File: src/sv/dms_pkg.sv
// Package with the shared types and constants of the diagram Metropolis step block.
`default_nettype none
package dms_pkg;

    localparam int FRAC_BITS  = 16;
    localparam int SHIFT_S    = 2 * FRAC_BITS - 16;
    localparam int DRAW_W     = 16;
    localparam int WGT_W      = 24;
    localparam int WSUM_W     = 26;
    localparam int CUM_W      = 28;
    localparam int CNT_W      = 9;
    localparam int HGT_W      = 8;
    localparam int PROD_W     = WGT_W + WSUM_W;
    localparam int DP_W       = PROD_W + DRAW_W;
    localparam int TPROD_W    = DRAW_W + WSUM_W;
    localparam int SUM_SPLIT  = 13;
    localparam int PROD_SPLIT = 25;
    localparam int LVL_W      = HGT_W + 1 + WSUM_W;

    localparam logic [CNT_W-1:0] COUNT_MAX = 9'd511;
    localparam logic [HGT_W-1:0] STACK_TOP = 8'd255;

    localparam logic [2:0] REG_FWD_PROB  = 3'd0;
    localparam logic [2:0] REG_FWD_RATIO = 3'd1;
    localparam logic [2:0] REG_W_CREATE  = 3'd2;
    localparam logic [2:0] REG_W_LINE    = 3'd3;
    localparam logic [2:0] REG_W_VERTEX  = 3'd4;
    localparam logic [2:0] REG_W_JOIN    = 3'd5;
    localparam logic [2:0] REG_COUPLING  = 3'd6;

    typedef enum logic [3:0] {
        ST_IDLE, ST_LVL, ST_TOP, ST_EVAL, ST_LVL2, ST_TOP2,
        ST_MUL, ST_COPY, ST_MOVE, ST_DONE
    } step_state_t;

    typedef enum logic [2:0] {
        AP_IDLE, AP_P0, AP_P1, AP_FWD, AP_B0, AP_B1, AP_BCMP
    } acc_phase_t;

    typedef enum logic [1:0] {
        MV_CREATE, MV_LINE, MV_VERTEX, MV_JOIN
    } move_t;

    typedef struct packed {
        logic              start;
        logic              forward;
        logic [WGT_W-1:0]  ratio;
        logic [WSUM_W-1:0] sum;
        logic [DRAW_W-1:0] draw;
    } acc_req_t;

    typedef struct packed {
        logic done;
        logic accept;
    } acc_resp_t;

endpackage
`default_nettype wire

File: src/sv/dms_accept.sv
// Multi-cycle Metropolis acceptance test by partial-product multiply and compare.
`default_nettype none
module dms_accept
    import dms_pkg::*;
(
    input  wire logic      aclk,
    input  wire logic      aresetn,
    input  wire acc_req_t  req,
    output acc_resp_t      resp
);

    acc_phase_t        phase_reg;
    logic              fwd_reg;
    logic [WGT_W-1:0]  ratio_reg;
    logic [WSUM_W-1:0] sum_reg;
    logic [DRAW_W-1:0] draw_reg;
    logic [PROD_W-1:0] prod_reg;
    logic [DP_W-1:0]   dp_reg;
    acc_resp_t         resp_reg;

    always_ff @(posedge aclk) begin
        if (!aresetn) begin
            phase_reg <= AP_IDLE;
            resp_reg  <= '0;
        end else begin
            unique case (phase_reg)
                AP_IDLE: begin
                    resp_reg <= '0;
                    if (req.start) begin
                        phase_reg <= AP_P0;
                    end
                end
                AP_P0: phase_reg <= AP_P1;
                AP_P1: phase_reg <= fwd_reg ? AP_FWD : AP_B0;
                AP_FWD: begin
                    resp_reg  <= '{done: 1'b1,
                                   accept: (DP_W'(draw_reg) << SHIFT_S) < DP_W'(prod_reg)};
                    phase_reg <= AP_IDLE;
                end
                AP_B0: phase_reg <= AP_B1;
                AP_B1: phase_reg <= AP_BCMP;
                AP_BCMP: begin
                    resp_reg  <= '{done: 1'b1,
                                   accept: (prod_reg == '0) ||
                                           (dp_reg[DP_W-1:SHIFT_S+32] == '0)};
                    phase_reg <= AP_IDLE;
                end
                default: phase_reg <= AP_IDLE;
            endcase
        end
    end

    always_ff @(posedge aclk) begin
        if (phase_reg == AP_IDLE && req.start) begin
            fwd_reg   <= req.forward;
            ratio_reg <= req.ratio;
            sum_reg   <= req.sum;
            draw_reg  <= req.draw;
        end
        if (phase_reg == AP_P0) begin
            prod_reg <= PROD_W'(ratio_reg) * PROD_W'(sum_reg[SUM_SPLIT-1:0]);
        end
        if (phase_reg == AP_P1) begin
            prod_reg <= prod_reg + ((PROD_W'(ratio_reg) *
                        PROD_W'(sum_reg[WSUM_W-1:SUM_SPLIT])) << SUM_SPLIT);
        end
        if (phase_reg == AP_B0) begin
            dp_reg <= DP_W'(draw_reg) * DP_W'(prod_reg[PROD_SPLIT-1:0]);
        end
        if (phase_reg == AP_B1) begin
            dp_reg <= dp_reg + ((DP_W'(draw_reg) *
                      DP_W'(prod_reg[PROD_W-1:PROD_SPLIT])) << PROD_SPLIT);
        end
    end

    assign resp = resp_reg;

endmodule
`default_nettype wire

File: config.mk
export PLATFORM = sky130hd
export DESIGN_NAME = dms_accept
export DESIGN_NICKNAME = d
export VERILOG_FILES = /design/src/sv/dms_pkg.sv /design/src/sv/dms_accept.sv
export SDC_FILE = /design/constraint.sdc
export NUM_CORES = 2
export LEC_CHECK = 0
export ABC_CLOCK_PERIOD_IN_PS = 11250
export BUFFER_PORTS_ARGS = -buffer_cell sky130_fd_sc_hd__buf_4
export CAP_MARGIN = 20
export CORE_MARGIN = 8
export CORE_UTILIZATION = 35
export DETAILED_ROUTE_END_ITERATION = 12
export PLACE_DENSITY = 0.62
export SKIP_CTS_REPAIR_TIMING = 1
export SLEW_MARGIN = 20
export SYNTH_ARGS = -nofsm -noshare
export SYNTH_HDL_FRONTEND = slang
export SYNTH_SLANG_ARGS = --single-unit
File: constraint.sdc
create_clock -name aclk -period 11.25 [get_ports aclk]
set_input_delay 3.375 -clock aclk [delete_from_list [all_inputs] [get_ports aclk]]
set_output_delay 3.375 -clock aclk [all_outputs]
set_load 0.05 [all_outputs]
== After elaboration in Yosys (flattened, before gate mapping) ==
Index checks and enable logic that the tools add are counted.
Operators by class
  mux-type cells: 8
  eq/ne operators: 7
  reduce and logical (&&, ||, !) cells: 8
  $lt $le $gt $ge: 1
  add/subtract/negate cells: 2
  multiply operators: 4
Operator list (number)
  $mux 66: 2
  $mux 50: 2
  $mul 16x25->41: 2
  $mul 24x13->37: 2
  $add 66x66->66: 1
  $add 50x50->50: 1
  $logic_not 50->1: 1
  $lt 32x50->1: 1
  $logic_not 18->1: 1
  $pmux 3 s5: 1
  $eq 3x3->1 const B: 3
  $eq 3x2->1 const B: 2
  $mux 3: 2
  $pmux 2 s3: 1
  $reduce_bool 2->1: 2
  $eq 3x1->1 const B: 1
  $logic_not 3->1: 1
  $reduce_bool 3->1: 1
  $ne 2x2->1 const B: 1
  $logic_and 1x1->1: 1
  $logic_or 1x1->1: 1
Word-level totals
  flip-flop bits (word level): 188
  input port bits: 70
  logic and storage cells: 39

== Logic depth before layout (Yosys ltp) ==
  word-level depth: 3
  depth in mapped cells: 35
  gate-level depth less buffers: 34

== Least setup slack after synthesis ==
No wires, ideal clock.
  path type: in2reg
  start: in req[67] (netlist name)
  end: reg draw_reg[0], enable pin
  setup slack: 0.406 ns
  required time: 10.569 ns
  data arrival time: 10.164 ns
  cell stages on the path: 1
  path buffers: 0
  cell sequence: nor4b_1
Between the ends
  longest elaborated chain between the ends: 1
RTL lines
  start: declaration: RTL line dms_accept.sv:8  | input wire acc_req_t req,
  $logic_and 1x1->1: RTL line dms_accept.sv:54  | if (phase_reg == AP_IDLE && req.start) begin
  end signal: assignment: RTL line dms_accept.sv:58  | draw_reg <= req.draw;
  end: declaration: RTL line dms_accept.sv:16  | logic [DRAW_W-1:0] draw_reg;
Every way passes these cells.
A chain may end at the register's enable or synchronous reset.

== Final worst setup path ==
  start: reg draw_reg[3]
  end: reg dp_reg[59] (data pin)
Between the ends
  longest elaborated chain between the ends: 3
RTL lines
  $mul 16x25->41: RTL line dms_accept.sv:71  | dp_reg <= dp_reg + ((DP_W'(draw_reg) *
  $add 66x66->66: RTL line dms_accept.sv:71
  $mux 66: RTL line dms_accept.sv:70  | if (phase_reg == AP_B1) begin
  end signal: assignment: RTL line dms_accept.sv:68  | dp_reg <= DP_W'(draw_reg) * DP_W'(prod_reg[PROD_SPLIT-1:0]);
  end signal: assignment: RTL line dms_accept.sv:71
  end: declaration: RTL line dms_accept.sv:18  | logic [DP_W-1:0] dp_reg;
Every way passes these cells.

==> impl_metrics.tcl <==
set metrics [dict create \
    run_status "finished clean" \
    finalNetCount 7463 \
    critPathLaunchType "flip-flop" \
    core_um2 151000 \
    cp.required_ns 11.54 \
    die_area_um2 164000 \
    maxSlewHeadroom_pct 20.4 \
    setup_violations 0 \
    min-delay-start "resp[1]" \
    cts.sinks 163 \
    clkTransAtPathRegs_ns 0.07 \
    reg2reg_depth 30 \
    numPortBuffers 71 \
    yosysTopAreaCell "fa_1" \
    h-tree-depth 4 \
    globalplace.congestion 0.886 \
    arrival_ns 9.71 \
    synth_edf_count 158 \
    maxSlewViolCount 0 \
    grt_pass1_wl_um 230000 \
    critPathLaunch "draw_reg[3]" \
    whs_path_depth 1 \
    worst_pin_slew_ns 1.19 \
    clk_path_buf_depth 2 \
    place_ws_ns 1.83 \
    drt_wl_total_um 141000 \
    timing.rr.start "draw_reg[3]" \
    ys_async_sr_fraction_pct 0 \
    drt_iter0_markers 2642 \
    grt_setup_unrepaired "false" \
    synth_commonest_cells "inv_1 (1,193), fa_1 (1,125), nand2_1 (1,070)" \
    grt_pass1_vias 42400 \
    critical_path.top_delay_family "adder cells" \
    fp.dieW_um 405 \
    slowest_delay_ns 0.73 \
    dr.pass1.iters 6 \
    cp.buffers_inverters 4 \
    max_cap_viol_count 0 \
    drive_gt1_share_pct 3.63 \
    cts_inserted_buffers 17 \
    ys_types 72 \
    ys_seq_elements 163 \
    cp_max_fo 40 \
    start_util_pct 35.1 \
    ant_nets 0 \
    yosys_most_used_dff "edfxtp_1" \
    slowest_stage "a2111oi_0" \
    largest_register_ffs 50 \
    ys_seq_area_share_pct 9.13 \
    viasPerCell 5.01 \
    grt.overflow.total 0 \
    hp-class "flip-flop to flip-flop" \
    end_kind "flip-flop" \
    dp_hpwl_um 110000 \
    netlist_area_um2 53000 \
    fmax_ghz 0.106 \
    yosys-top-cells-area "fa_1 (42%), ha_1 (12%), edfxtp_1 (8.9%)" \
    timing.rr.end "dp_reg[59]" \
    yosysMostFrequentCell "inv_1" \
    route.detailed.drc 0 \
    wl_per_cell_um 18.0 \
    avgSynthCellArea_um2 9.02 \
    synth.top_cell.area_share_pct 42.5 \
    syn_inst 5884 \
    crit_top_cell "fa_1" \
    setup-tns-final_ns 0 \
    rows 143 \
    cts_tree "built" \
    grt_antenna_before_repair 1 \
    ys_warn_count 0 \
    die_h_um 405 \
    hold_end "resp[1]" \
    cts-root-buf "clkbuf_16" \
    finClkSkew_ns 0.0189 \
    syn2layout_area_growth_pct 6.15 \
    grt_max_degree 52 \
    timing.final.hold_violations 0 \
    ioPinCount 72 \
    fin_crit_sh_pct 83.7 \
    vias 39200 \
    worst_slack_ns 1.83 \
    criticalPathCategory "flip-flop to flip-flop" \
    grt_util_all_layers_pct 17.5 \
    syn_nets 7575 \
    clk_latency_ns 0.55 \
    min_period_ns 9.42 \
    r2r_slack_ns 1.83 \
]
## kinds of logic (layout without fill, tap and decap cells)
logic type      after synthesis  after routing  synth area share (%)
simple gates               1888           1888                  16.4
fa+ha+maj                  1621           1621                  54.2
buf+inv                    1464           1365                  10.4
compound gates              566            566                  6.90
xor+xnor                    180            180                  2.97
flops                       163            163                  9.13
mux                           2              2                0.0377
other cells                   0              1                     0
## worst register-to-register path: cells and delay by family, from the launching register on
kind | cells | cell delay, ns
flip-flops | 1 | 0.63
AO/OA/AOI/OAI | 9 | 3.00
AND/OR/NAND/NOR | 7 | 0.79
XOR/XNOR | 2 | 0.29
adder cells (fa/ha/maj) | 8 | 3.76
buffers and inverters | 4 | 0.70
## stage by stage
stage / cell area, um2 / std cells / hold WS [ns] / util, %
after CTS: 56300 / 7812 / 0.542 / 37.2
after global routing: 56300 / 7815 / 0.571 / 37.2
after floorplan: 53000 / 5884 / 0.585 / -
after detailed placement: 55700 / 7780 / 0.521 / 36.8
after global placement: 55600 / 7779 / 0.517 / 36.8
final: 56300 / 7816 / 0.537 / 37.2
## cell type report
class                   instances  area, um2
diodes                          1       2.50
clock buffers                  17        425
clock inverters                15        170
fillers                     15200      94900
inverters                    1193       4480
multi-input cells            4257      42800
flip-flops and latches        163       4840
well taps                    2030       2540
repair buffers                140       1090
## worst max path at each step
stage / to / slack (ns) / cells past startpoint
floorplan: draw_reg[0] / 0.41 / 1
detailed placement: dp_reg[59] / 1.83 / 30
finish: dp_reg[59] / 1.83 / 30
global placement: dp_reg[59] / 2.02 / 30
CTS: dp_reg[59] / 1.82 / 30
global route: dp_reg[59] / 1.32 / 30
## placed cells by master, fill, tap and decap left out, drive strengths merged, types with 7 or more instances in the layout
| cell type | Yosys | layout |
|---|---|---|
| o31ai | 10 | 10 |
| o21ai | 104 | 104 |
| a211oi | 19 | 19 |
| nand3 | 37 | 37 |
| a31oi | 20 | 20 |
| nor2 | 148 | 148 |
| or3 | 7 | 7 |
| a31o | 8 | 8 |
| ha | 496 | 496 |
| o21a | 28 | 28 |
| nor4 | 22 | 22 |
| nand2 | 1070 | 1070 |
| nor3 | 27 | 27 |
| a21o | 76 | 76 |
| xor2 | 64 | 64 |
| xnor2 | 116 | 116 |
| a21boi | 9 | 9 |
| nand2b | 21 | 21 |
| a211o | 10 | 10 |
| nand4 | 21 | 21 |
| o211ai | 14 | 14 |
| clkbuf | 270 | 17 |
| a2111oi | 11 | 11 |
| and3 | 16 | 16 |
| o21bai | 20 | 20 |
| edfxtp | 158 | 158 |
| nor2b | 25 | 25 |
| fa | 1125 | 1125 |
| inv | 1193 | 1201 |
| buf | 1 | 140 |
| a21oi | 195 | 195 |
| and2 | 470 | 470 |
## per-layer routing
layer,wire [um],vias up,GRT usage (%)
met4,3450,0,4.71
met3,10300,210,3.27
met1,63700,20000,24.3
met2,63300,1315,28.0
li1,-,17600,-
met5,0,-,0
Power is not shown: default switching activity piles up to over one toggle a cycle in this logic, so the estimate is an artifact.
